File: src/rtl/core/stam_pkg.sv
// Package of the alarm monitor: sizes, codes, limit defaults and lane types.
package stam_pkg;

  localparam int MAX_PROBES    = 4;
  localparam int LOAD_CHANNELS = 3;

  localparam int PROBE_FIELDS  = 4;
  localparam int LOAD_FIELDS   = 3;
  localparam int SUPPLY_FIELDS = 2;
  localparam int ENV_FIELDS    = 3;
  localparam int NUM_LANES     = 4;
  localparam int NUM_KINDS     = 4;
  localparam int KIND_W        = $clog2(NUM_KINDS);

  localparam int PROBE_LIM = (MAX_PROBES < PROBE_FIELDS) ? MAX_PROBES : PROBE_FIELDS;
  localparam int LOAD_LIM  = (LOAD_CHANNELS < LOAD_FIELDS) ? LOAD_CHANNELS : LOAD_FIELDS;

  localparam int CMD_W      = 3;
  localparam int CNT_W      = 3;
  localparam int VAL_W      = 32;
  localparam int LANE_W     = 33;
  localparam int CFG_IDX_W  = 3;
  localparam int CFG_DATA_W = 64;

  localparam logic [CNT_W-1:0] PROBE_LIM_C = CNT_W'(PROBE_LIM);

  localparam logic [CMD_W-1:0] CMD_PROBE    = 3'd0;
  localparam logic [CMD_W-1:0] CMD_LOAD     = 3'd1;
  localparam logic [CMD_W-1:0] CMD_SUPPLY   = 3'd2;
  localparam logic [CMD_W-1:0] CMD_ENV      = 3'd3;
  localparam logic [CMD_W-1:0] CMD_READ     = 3'd4;
  localparam logic [CMD_W-1:0] CMD_READ_CLR = 3'd5;

  localparam logic [CFG_IDX_W-1:0] REG_PROBE     = 3'd0;
  localparam logic [CFG_IDX_W-1:0] REG_LOAD      = 3'd1;
  localparam logic [CFG_IDX_W-1:0] REG_LOAD_DIFF = 3'd2;
  localparam logic [CFG_IDX_W-1:0] REG_SUPPLY    = 3'd3;
  localparam logic [CFG_IDX_W-1:0] REG_ENV_TEMP  = 3'd4;
  localparam logic [CFG_IDX_W-1:0] REG_ENV_HUM   = 3'd5;
  localparam logic [CFG_IDX_W-1:0] REG_ENV_PRES  = 3'd6;

  localparam logic [15:0] S16_TOP      = 16'h7FFF;
  localparam logic [15:0] S16_BOTTOM   = 16'h8000;
  localparam logic [15:0] U16_ALL_ONES = 16'hFFFF;
  localparam logic [31:0] S32_TOP      = 32'h7FFF_FFFF;
  localparam logic [31:0] S32_BOTTOM   = 32'h8000_0000;
  localparam logic [31:0] U32_ALL_ONES = 32'hFFFF_FFFF;

  localparam logic [47:0] RST_PROBE_LIM  = 48'hFFFF_7FFF_8000;
  localparam logic [63:0] RST_LOAD_LIM   = 64'h7FFF_FFFF_8000_0000;
  localparam logic [31:0] RST_LOAD_DIFF  = 32'hFFFF_FFFF;
  localparam logic [47:0] RST_SUPPLY_LIM = 48'hFFFF_FFFF_0000;
  localparam logic [47:0] RST_ENV_T_LIM  = 48'hFFFF_7FFF_8000;
  localparam logic [47:0] RST_ENV_U_LIM  = 48'hFFFF_FFFF_0000;

  typedef struct packed {
    logic                     active;
    logic                     jump_en;
    logic                     inclusive;
    logic                     min_en;
    logic                     max_en;
    logic                     diff_en;
    logic signed [LANE_W-1:0] now;
    logic signed [LANE_W-1:0] prev;
    logic signed [LANE_W-1:0] min_v;
    logic signed [LANE_W-1:0] max_v;
    logic [31:0]              diff_v;
  } lane_cfg_t;

  typedef struct packed {
    logic             valid;
    logic [CMD_W-1:0] cmd;
  } stage_tag_t;

  function automatic logic signed [LANE_W-1:0] sx16(input logic [15:0] v);
    return {{(LANE_W-16){v[15]}}, v};
  endfunction

  function automatic logic signed [LANE_W-1:0] zx16(input logic [15:0] v);
    return {{(LANE_W-16){1'b0}}, v};
  endfunction

  function automatic logic signed [LANE_W-1:0] sx32(input logic [31:0] v);
    return {{(LANE_W-32){v[31]}}, v};
  endfunction

endpackage

File: src/rtl/core/stam_lane.sv
// One compare lane: min, max and jump checks of one value, result registered.
module stam_lane
  import stam_pkg::*;
(
  input  logic      clk,
  input  logic      en,
  input  lane_cfg_t cfg,
  output logic      alarm_r
);

  logic                     lo_hit;
  logic                     hi_hit;
  logic                     now_gt;
  logic signed [LANE_W-1:0] d_pos;
  logic signed [LANE_W-1:0] d_neg;
  logic [LANE_W-1:0]        jump;
  logic                     jump_hit;
  logic                     alarm_nxt;

  always_comb begin
    lo_hit   = cfg.inclusive ? (cfg.now <= cfg.min_v) : (cfg.now < cfg.min_v);
    hi_hit   = cfg.inclusive ? (cfg.now >= cfg.max_v) : (cfg.now > cfg.max_v);
    now_gt   = cfg.now > cfg.prev;
    d_pos    = cfg.now - cfg.prev;
    d_neg    = cfg.prev - cfg.now;
    jump     = now_gt ? d_pos : d_neg;
    jump_hit = cfg.jump_en && (jump > {{(LANE_W-32){1'b0}}, cfg.diff_v});
    alarm_nxt = cfg.active && ((lo_hit && cfg.min_en) || (hi_hit && cfg.max_en) ||
                               (jump_hit && cfg.diff_en));
  end

  always_ff @(posedge clk) begin
    if (en) begin
      alarm_r <= alarm_nxt;
    end
  end

endmodule

File: src/rtl/core/stam_front.sv
// Front stage: limit registers, sample history and per-lane operand setup.
module stam_front
  import stam_pkg::*;
(
  input  logic                  clk,
  input  logic                  rst_n,
  input  logic                  cfg_we,
  input  logic [CFG_IDX_W-1:0]  cfg_index,
  input  logic [CFG_DATA_W-1:0] cfg_data,
  input  logic                  in_load,
  input  logic                  s1_adv,
  input  logic [CMD_W-1:0]      in_cmd,
  input  logic [CNT_W-1:0]      in_count_or_mask,
  input  logic [VAL_W-1:0]      in_value_0,
  input  logic [VAL_W-1:0]      in_value_1,
  input  logic [VAL_W-1:0]      in_value_2,
  input  logic [VAL_W-1:0]      in_value_3,
  output stage_tag_t            s1_tag,
  output lane_cfg_t             s1_lane [NUM_LANES]
);

  logic [47:0] probe_lim_r;
  logic [63:0] load_lim_r;
  logic [31:0] load_diff_r;
  logic [47:0] supply_lim_r;
  logic [47:0] env_t_lim_r;
  logic [47:0] env_h_lim_r;
  logic [47:0] env_p_lim_r;

  logic [15:0]      last_probe_r [PROBE_FIELDS];
  logic [CNT_W-1:0] last_probe_cnt_r;
  logic [31:0]      last_load_r [LOAD_FIELDS];
  logic [CNT_W-1:0] last_load_mask_r;
  logic [15:0]      last_supply_r [SUPPLY_FIELDS];
  logic [15:0]      last_env_r [ENV_FIELDS];

  logic             v1_r;
  logic             v1_nxt;
  logic [CMD_W-1:0] cmd1_r;
  lane_cfg_t        lane_r [NUM_LANES];
  lane_cfg_t        lane_nxt [NUM_LANES];

  logic [VAL_W-1:0] val [NUM_LANES];
  logic [CNT_W-1:0] probe_n;
  logic [47:0]      env_lim [ENV_FIELDS];

  assign val[0] = in_value_0;
  assign val[1] = in_value_1;
  assign val[2] = in_value_2;
  assign val[3] = in_value_3;

  assign env_lim[0] = env_t_lim_r;
  assign env_lim[1] = env_h_lim_r;
  assign env_lim[2] = env_p_lim_r;

  assign probe_n = (in_count_or_mask > PROBE_LIM_C) ? PROBE_LIM_C : in_count_or_mask;

  always_ff @(posedge clk) begin
    if (!rst_n) begin
      probe_lim_r  <= RST_PROBE_LIM;
      load_lim_r   <= RST_LOAD_LIM;
      load_diff_r  <= RST_LOAD_DIFF;
      supply_lim_r <= RST_SUPPLY_LIM;
      env_t_lim_r  <= RST_ENV_T_LIM;
      env_h_lim_r  <= RST_ENV_U_LIM;
      env_p_lim_r  <= RST_ENV_U_LIM;
    end else if (cfg_we) begin
      unique case (cfg_index)
        REG_PROBE:     probe_lim_r  <= cfg_data[47:0];
        REG_LOAD:      load_lim_r   <= cfg_data;
        REG_LOAD_DIFF: load_diff_r  <= cfg_data[31:0];
        REG_SUPPLY:    supply_lim_r <= cfg_data[47:0];
        REG_ENV_TEMP:  env_t_lim_r  <= cfg_data[47:0];
        REG_ENV_HUM:   env_h_lim_r  <= cfg_data[47:0];
        REG_ENV_PRES:  env_p_lim_r  <= cfg_data[47:0];
        default: begin
        end
      endcase
    end
  end

  always_comb begin
    for (int i = 0; i < NUM_LANES; i++) begin
      lane_nxt[i] = '0;
    end
    unique case (in_cmd)
      CMD_PROBE: begin
        for (int i = 0; i < PROBE_FIELDS; i++) begin
          lane_nxt[i].active    = CNT_W'(i) < probe_n;
          lane_nxt[i].jump_en   = CNT_W'(i) < last_probe_cnt_r;
          lane_nxt[i].inclusive = 1'b1;
          lane_nxt[i].min_en    = probe_lim_r[15:0] != S16_BOTTOM;
          lane_nxt[i].max_en    = probe_lim_r[31:16] != S16_TOP;
          lane_nxt[i].diff_en   = probe_lim_r[47:32] != U16_ALL_ONES;
          lane_nxt[i].now       = sx16(val[i][15:0]);
          lane_nxt[i].prev      = sx16(last_probe_r[i]);
          lane_nxt[i].min_v     = sx16(probe_lim_r[15:0]);
          lane_nxt[i].max_v     = sx16(probe_lim_r[31:16]);
          lane_nxt[i].diff_v    = {16'h0000, probe_lim_r[47:32]};
        end
      end
      CMD_LOAD: begin
        for (int i = 0; i < LOAD_LIM; i++) begin
          lane_nxt[i].active    = in_count_or_mask[i];
          lane_nxt[i].jump_en   = last_load_mask_r[i];
          lane_nxt[i].inclusive = 1'b1;
          lane_nxt[i].min_en    = load_lim_r[31:0] != S32_BOTTOM;
          lane_nxt[i].max_en    = load_lim_r[63:32] != S32_TOP;
          lane_nxt[i].diff_en   = load_diff_r != U32_ALL_ONES;
          lane_nxt[i].now       = sx32(val[i]);
          lane_nxt[i].prev      = sx32(last_load_r[i]);
          lane_nxt[i].min_v     = sx32(load_lim_r[31:0]);
          lane_nxt[i].max_v     = sx32(load_lim_r[63:32]);
          lane_nxt[i].diff_v    = load_diff_r;
        end
      end
      CMD_SUPPLY: begin
        for (int i = 0; i < SUPPLY_FIELDS; i++) begin
          lane_nxt[i].active    = 1'b1;
          lane_nxt[i].jump_en   = last_supply_r[i] != 16'h0000;
          lane_nxt[i].inclusive = 1'b0;
          lane_nxt[i].min_en    = supply_lim_r[15:0] != 16'h0000;
          lane_nxt[i].max_en    = supply_lim_r[31:16] != U16_ALL_ONES;
          lane_nxt[i].diff_en   = supply_lim_r[47:32] != U16_ALL_ONES;
          lane_nxt[i].now       = zx16(val[i][15:0]);
          lane_nxt[i].prev      = zx16(last_supply_r[i]);
          lane_nxt[i].min_v     = zx16(supply_lim_r[15:0]);
          lane_nxt[i].max_v     = zx16(supply_lim_r[31:16]);
          lane_nxt[i].diff_v    = {16'h0000, supply_lim_r[47:32]};
        end
      end
      CMD_ENV: begin
        for (int i = 0; i < ENV_FIELDS; i++) begin
          lane_nxt[i].active    = 1'b1;
          lane_nxt[i].jump_en   = last_env_r[i] != 16'h0000;
          lane_nxt[i].inclusive = 1'b0;
          lane_nxt[i].diff_en   = (env_lim[i][47:32] != U16_ALL_ONES) &&
                                  (env_lim[i][47:32] != 16'h0000);
          lane_nxt[i].diff_v    = {16'h0000, env_lim[i][47:32]};
          if (i == 0) begin
            lane_nxt[i].min_en = env_lim[i][15:0] != S16_BOTTOM;
            lane_nxt[i].max_en = env_lim[i][31:16] != S16_TOP;
            lane_nxt[i].now    = sx16(val[i][15:0]);
            lane_nxt[i].prev   = sx16(last_env_r[i]);
            lane_nxt[i].min_v  = sx16(env_lim[i][15:0]);
            lane_nxt[i].max_v  = sx16(env_lim[i][31:16]);
          end else begin
            lane_nxt[i].min_en = env_lim[i][15:0] != 16'h0000;
            lane_nxt[i].max_en = env_lim[i][31:16] != U16_ALL_ONES;
            lane_nxt[i].now    = zx16(val[i][15:0]);
            lane_nxt[i].prev   = zx16(last_env_r[i]);
            lane_nxt[i].min_v  = zx16(env_lim[i][15:0]);
            lane_nxt[i].max_v  = zx16(env_lim[i][31:16]);
          end
        end
      end
      default: begin
      end
    endcase
  end

  always_ff @(posedge clk) begin
    if (!rst_n) begin
      for (int i = 0; i < PROBE_FIELDS; i++) begin
        last_probe_r[i] <= '0;
      end
      for (int i = 0; i < LOAD_FIELDS; i++) begin
        last_load_r[i] <= '0;
      end
      for (int i = 0; i < SUPPLY_FIELDS; i++) begin
        last_supply_r[i] <= '0;
      end
      for (int i = 0; i < ENV_FIELDS; i++) begin
        last_env_r[i] <= '0;
      end
      last_probe_cnt_r <= '0;
      last_load_mask_r <= '0;
    end else if (in_load) begin
      unique case (in_cmd)
        CMD_PROBE: begin
          for (int i = 0; i < PROBE_FIELDS; i++) begin
            last_probe_r[i] <= val[i][15:0];
          end
          last_probe_cnt_r <= probe_n;
        end
        CMD_LOAD: begin
          for (int i = 0; i < LOAD_FIELDS; i++) begin
            last_load_r[i] <= val[i];
          end
          last_load_mask_r <= in_count_or_mask;
        end
        CMD_SUPPLY: begin
          for (int i = 0; i < SUPPLY_FIELDS; i++) begin
            last_supply_r[i] <= val[i][15:0];
          end
        end
        CMD_ENV: begin
          for (int i = 0; i < ENV_FIELDS; i++) begin
            last_env_r[i] <= val[i][15:0];
          end
        end
        default: begin
        end
      endcase
    end
  end

  always_comb begin
    v1_nxt = v1_r;
    if (in_load) begin
      v1_nxt = 1'b1;
    end else if (s1_adv) begin
      v1_nxt = 1'b0;
    end
  end

  always_ff @(posedge clk) begin
    if (!rst_n) begin
      v1_r <= 1'b0;
    end else begin
      v1_r <= v1_nxt;
    end
  end

  always_ff @(posedge clk) begin
    if (in_load) begin
      cmd1_r <= in_cmd;
      for (int i = 0; i < NUM_LANES; i++) begin
        lane_r[i] <= lane_nxt[i];
      end
    end
  end

  assign s1_tag.valid = v1_r;
  assign s1_tag.cmd   = cmd1_r;

  always_comb begin
    for (int i = 0; i < NUM_LANES; i++) begin
      s1_lane[i] = lane_r[i];
    end
  end

endmodule

File: src/rtl/core/stam_merge.sv
// Merge stage: combines lane alarms into active and sticky bits, output register.
module stam_merge
  import stam_pkg::*;
(
  input  logic                 clk,
  input  logic                 rst_n,
  input  stage_tag_t           s2_tag,
  input  logic [NUM_LANES-1:0] lane_alarm,
  input  logic                 out_ready,
  output logic                 out_valid,
  output logic [NUM_KINDS-1:0] out_active_alarms,
  output logic [NUM_KINDS-1:0] out_transmit_alarms
);

  logic [NUM_KINDS-1:0] active_r;
  logic [NUM_KINDS-1:0] active_nxt;
  logic [NUM_KINDS-1:0] sticky_r;
  logic [NUM_KINDS-1:0] sticky_nxt;
  logic [NUM_KINDS-1:0] tx;
  logic [NUM_KINDS-1:0] act_out_r;
  logic [NUM_KINDS-1:0] tx_out_r;
  logic                 out_valid_r;
  logic                 out_valid_nxt;
  logic                 kind_alarm;
  logic                 fire;

  assign kind_alarm = |lane_alarm;
  assign fire       = s2_tag.valid && (!out_valid_r || out_ready);

  always_comb begin
    active_nxt = active_r;
    sticky_nxt = sticky_r;
    tx         = sticky_r;
    unique case (s2_tag.cmd)
      CMD_PROBE, CMD_LOAD, CMD_SUPPLY, CMD_ENV: begin
        active_nxt[s2_tag.cmd[KIND_W-1:0]] = kind_alarm;
        sticky_nxt = sticky_r | active_nxt;
        tx         = sticky_nxt;
      end
      CMD_READ_CLR: begin
        sticky_nxt = '0;
      end
      default: begin
      end
    endcase
  end

  always_comb begin
    out_valid_nxt = out_valid_r;
    if (fire) begin
      out_valid_nxt = 1'b1;
    end else if (out_ready) begin
      out_valid_nxt = 1'b0;
    end
  end

  always_ff @(posedge clk) begin
    if (!rst_n) begin
      active_r    <= '0;
      sticky_r    <= '0;
      out_valid_r <= 1'b0;
    end else begin
      out_valid_r <= out_valid_nxt;
      if (fire) begin
        active_r <= active_nxt;
        sticky_r <= sticky_nxt;
      end
    end
  end

  always_ff @(posedge clk) begin
    if (fire) begin
      act_out_r <= active_nxt;
      tx_out_r  <= tx;
    end
  end

  assign out_valid           = out_valid_r;
  assign out_active_alarms   = act_out_r;
  assign out_transmit_alarms = tx_out_r;

endmodule

File: src/rtl/core/sensor_threshold_alarm_monitor_unit.sv
// Top level of the sensor threshold alarm monitor.
// Each input item is one sample record (probes, load cells, supplies or
// environment) or a read of the sticky transmit bits, selected by in_cmd.
// Both channels use valid and ready; the configuration port takes a write
// of one limit register in every cycle that cfg_we is high.
// The block is a three-stage pipeline: the front stage forms lane operands
// from the record, the limits and the stored previous sample; four compare
// lanes check one value each; the merge stage updates the active and sticky
// bits and holds the result item.
// The item passes the front, lane and merge registers in turn before out_valid
// rises. Throughput: one item per cycle while the receiver takes results.
// When the receiver stalls, the result is held and the earlier stages keep
// filling; in_ready falls only once the output and both stages are full.
// Reset loads the default limits and clears the sample history and alarm
// bits; the block takes items from the first cycle after reset.
module sensor_threshold_alarm_monitor_unit
  import stam_pkg::*;
(
  input  logic                  clk,
  input  logic                  rst_n,
  input  logic                  cfg_we,
  input  logic [CFG_IDX_W-1:0]  cfg_index,
  input  logic [CFG_DATA_W-1:0] cfg_data,
  input  logic                  in_valid,
  output logic                  in_ready,
  input  logic [CMD_W-1:0]      in_cmd,
  input  logic [CNT_W-1:0]      in_count_or_mask,
  input  logic signed [VAL_W-1:0] in_value_0,
  input  logic signed [VAL_W-1:0] in_value_1,
  input  logic signed [VAL_W-1:0] in_value_2,
  input  logic signed [VAL_W-1:0] in_value_3,
  output logic                  out_valid,
  input  logic                  out_ready,
  output logic [NUM_KINDS-1:0]  out_active_alarms,
  output logic [NUM_KINDS-1:0]  out_transmit_alarms
);

  stage_tag_t           s1_tag;
  lane_cfg_t            s1_lane [NUM_LANES];
  logic                 v2_r;
  logic [CMD_W-1:0]     cmd2_r;
  stage_tag_t           s2_tag;
  logic [NUM_LANES-1:0] lane_alarm;
  logic                 adv_out;
  logic                 adv2;
  logic                 in_load;

  assign adv_out  = !out_valid || out_ready;
  assign adv2     = !v2_r || adv_out;
  assign in_ready = !s1_tag.valid || adv2;
  assign in_load  = in_valid && in_ready;

  stam_front u_front (
    .clk              (clk),
    .rst_n            (rst_n),
    .cfg_we           (cfg_we),
    .cfg_index        (cfg_index),
    .cfg_data         (cfg_data),
    .in_load          (in_load),
    .s1_adv           (adv2),
    .in_cmd           (in_cmd),
    .in_count_or_mask (in_count_or_mask),
    .in_value_0       (in_value_0),
    .in_value_1       (in_value_1),
    .in_value_2       (in_value_2),
    .in_value_3       (in_value_3),
    .s1_tag           (s1_tag),
    .s1_lane          (s1_lane)
  );

  for (genvar g = 0; g < NUM_LANES; g++) begin : g_lane
    stam_lane u_lane (
      .clk     (clk),
      .en      (adv2),
      .cfg     (s1_lane[g]),
      .alarm_r (lane_alarm[g])
    );
  end

  always_ff @(posedge clk) begin
    if (!rst_n) begin
      v2_r <= 1'b0;
    end else if (adv2) begin
      v2_r <= s1_tag.valid;
    end
  end

  always_ff @(posedge clk) begin
    if (adv2) begin
      cmd2_r <= s1_tag.cmd;
    end
  end

  assign s2_tag.valid = v2_r;
  assign s2_tag.cmd   = cmd2_r;

  stam_merge u_merge (
    .clk                 (clk),
    .rst_n               (rst_n),
    .s2_tag              (s2_tag),
    .lane_alarm          (lane_alarm),
    .out_ready           (out_ready),
    .out_valid           (out_valid),
    .out_active_alarms   (out_active_alarms),
    .out_transmit_alarms (out_transmit_alarms)
  );

endmodule

File: config.mk
export PLATFORM = sky130hd
export DESIGN_NAME = sensor_threshold_alarm_monitor_unit
export DESIGN_NICKNAME = d
export VERILOG_FILES = /design/src/rtl/core/stam_pkg.sv /design/src/rtl/core/stam_lane.sv /design/src/rtl/core/stam_front.sv /design/src/rtl/core/stam_merge.sv /design/src/rtl/core/sensor_threshold_alarm_monitor_unit.sv
export SDC_FILE = /design/constraint.sdc
export NUM_CORES = 2
export LEC_CHECK = 0
export ABC_CLOCK_PERIOD_IN_PS = 29600
export BUFFER_PORTS_ARGS = -buffer_cell sky130_fd_sc_hd__buf_2
export CORE_ASPECT_RATIO = 1.2
export CORE_MARGIN = 2
export CORE_UTILIZATION = 54
export CTS_CLUSTER_DIAMETER = 120
export DETAILED_ROUTE_END_ITERATION = 10
export PLACE_DENSITY = 0.68
export SYNTH_ARGS = -nofsm -noshare
export SYNTH_HDL_FRONTEND = slang
export SYNTH_HIERARCHICAL = 1
export SYNTH_SLANG_ARGS = --single-unit
File: constraint.sdc
create_clock -name clk -period 29.6 [get_ports clk]
set_input_delay 1.48 -clock clk [delete_from_list [all_inputs] [get_ports clk]]
set_output_delay 1.48 -clock clk [all_outputs]
set_load 0.02 [all_outputs]
==> reports/qor.csv <==
metric,value,unit
outcome,"finished, final reports clean",
grt_max_degree,204,
io_pins,216,
worstMarginPinSlew,1.26,ns
avgRoutedWirePerCell,24.8,um
max_freq,145,MHz
yosysWarnings,6,
antenna_found_initial,27,
hold_start,u_front/cmd1_r[2]$_DFFE_PP_,
synthCells,7799,
drc_errors,0,
postCtsSetupBuffers,0,
insertion_delay,0.76,ns
synth-edff-count,825,
layout_commonest_cell,nand2_1,
ir_drop,0.0530,mV
nFillCells,11761,
period_minus_slack,6.91,ns
grt_pass1_wl,351000,um
num_rows,148,
clk_pin_slew,0.07,ns
start_util,54.3,%
ys_seq_area_share,43.4,%
worst_setup_path_start_kind,flop,
yosys.cell_types.count,108,
dieArea,139000,um2
slew_viol_final,0,
end_kind,flop,
ctsHoldBuffers,0,
ys_ff_latch,1178,
cts_inserted_buffers,118,
first_pass_iters,6,
vias,58396,
crit_arrival,7.48,ns
ys.flop_type,edfxtp_1,
setup_viol_count_final,0,
area_delta_synth_final,7.23,%
grt_pass1_vias,56000,
finClkSkew,0.0345,ns
hpwlAfterDp,179000,um
power_density,56.5,nW/um2
final_antenna_net_count,0,
maxCapViolCount,0,
rsz0062_at_grt,no,
htree_levels,3,
worstSetupPathType,flop to flop,
clockRootBuffer,clkbuf_16,
drive_gt1_share,8.71,%
clock_sinks,1178,
hold_path_class,flop to flop,
reg2reg_to,g_lane[0].u_lane/alarm_r$_DFFE_PP_,
tns,0,ns
clock_path_buffers,3,
r2r_cells,20,
wirelength,238000,um
portBuffers,199,
hold_violations,0,
critical_path.endpoint,g_lane[0].u_lane/alarm_r$_DFFE_PP_,
die_h,408,um
rrSetupSlack,22.69,ns
reg2reg_from,u_front/lane_r[0][158]$_SDFFCE_PN0P_,
slew_headroom,15.8,%
ctsResizeCount,0,
drtIter0Drc,7214,
gp_congestion,0.991,
path_max_fanout,22,
cp_data_required_time,30.17,ns
cts_tree,yes,
fin_util,58.2,%
netlist.top_cell.by_area,edfxtp_1,
grtUsageTotal,33.5,%
die_w,340,um
yosys.area.top_type_share,33.8,%
leakage,35.4,nW
async_flop_share,0,%
post-route-period-util,23.3,%
final_cell_mix,"nand2_1 (1,196), edfxtp_1 (825), inv_1 (736)",
synth.area.top_cells,"edfxtp_1 (34%), ha_1 (11%), dfxtp_1 (9.6%)",
avgSynthCellArea,9.40,um2
synth_area,73300,um2
final_nets,8555,
detail_route.vias_per_cell,6.08,
crit_path_start,u_front/lane_r[0][158]$_SDFFCE_PN0P_,
coreArea,135000,um2
grt_overflow,0,
-- flip-flops by register name, summed over array words and instances (netlist names), 32 cells and up --
signal and flops:
u_front/env_h_lim_r 48, u_front/env_p_lim_r 48, u_front/env_t_lim_r 48, u_front/lane_r 567, u_front/last_env_r 48, u_front/last_load_r 96
u_front/last_probe_r 64, u_front/last_supply_r 32, u_front/load_diff_r 32, u_front/load_lim_r 64, u_front/probe_lim_r 48, u_front/supply_lim_r 48
-- Yosys cell counts (all sizes together), types with 100 or more instances --
cell type / number
edfxtp: 825
nor2b: 106
and2: 352
clkbuf: 194
a21o: 393
nand2: 1201
nand4: 224
dfxtp: 353
o21ai: 227
a21boi: 137
a21oi: 534
buf: 299
ha: 652
mux2i: 100
inv: 741
nand3: 305
nor2: 221
-- metal layers --
layer,vias up,wire length (um),track usage [%]
met5,-,62,0
met1,28144,94700,43.8
met4,8,14600,18.8
li1,26996,-,-
met2,2642,110000,53.8
met3,606,19000,4.41
-- critical path, cell delays in order (launching register included) --
cell       delay (ns)
edfxtp_1         0.53
ha_1             0.57
nand4_2          0.25
nor3_2           0.32
nor3b_2          0.25
o211ai_1         0.14
nand3_1          0.40
nand2_1          0.79
mux2_2           0.60
o311ai_1         0.32
xor2_1           0.17
ha_1             0.33
nand4_1          0.17
nor4_1           0.46
o21ai_0          0.22
a31oi_1          0.24
o2111ai_1        0.14
a21oi_1          0.18
nor2_1           0.06
mux2i_1          0.28
a41o_1           0.33
-- logic make-up (layout without fill, tap and decap cells) --
group | after synthesis | after routing | share of synthesized area [%]
muxes | 152 | 152 | 2.63
DFF | 1178 | 1178 | 43.4
adders and majority gates | 660 | 660 | 11.3
buffers and inverters | 1236 | 1216 | 7.48
AOI/OAI and AO/OA | 1635 | 1635 | 14.6
xor gates and xnor gates | 116 | 116 | 1.39
and+or+nand+nor | 2821 | 2821 | 19.1
other | 1 | 28 | 0.00511
-- how the worst min path moves through the flow --
stage                          end  depth (start not counted)
2_1_floorplan  cmd2_r[0]$_DFFE_PP_                          0
3_3_place_gp   cmd2_r[1]$_DFFE_PP_                          0
3_5_place_dp   cmd2_r[2]$_DFFE_PP_                          0
4_1_cts        cmd2_r[2]$_DFFE_PP_                          0
5_1_grt        cmd2_r[1]$_DFFE_PP_                          0
6_report       cmd2_r[2]$_DFFE_PP_                          0
-- stage by stage --
stage / cell area, um2 / setup slack [ns] / power, mW / instances / hold WS (ns)
finish: 78600 / 22.69 / 4.44 / 9606 / 0.414
global route: 78600 / 22.32 / 4.61 / 9598 / 0.429
floorplan: 73400 / 6.46 / 2.59 / 7814 / 0.400
global placement: 74500 / 22.75 / 2.84 / 9369 / 0.402
CTS: 78600 / 22.69 / 4.44 / 9594 / 0.418
detailed placement: 74500 / 22.73 / 2.87 / 9369 / 0.405
-- power by group --
part | switching, mW | total, mW | internal (mW)
Clock | 0.675 | 1.59 | 0.911
Sequential | 0.0695 | 1.93 | 1.86
Combinational | 0.585 | 0.925 | 0.340
Total | 1.33 | 4.44 | 3.11
-- area by class of cell --
type	count	area (um2)	area share [%]
multi-input cells	5400	36200	46.0
flip-flops and latches	1178	31800	40.5
clock buffers	148	3270	4.16
inverters	743	2800	3.55
well taps	1800	2250	2.86
repair buffers	248	1440	1.83
clock inverters	77	846	1.08
diodes	12	30.0	0.0382
(Power assumes the default switching activity.)
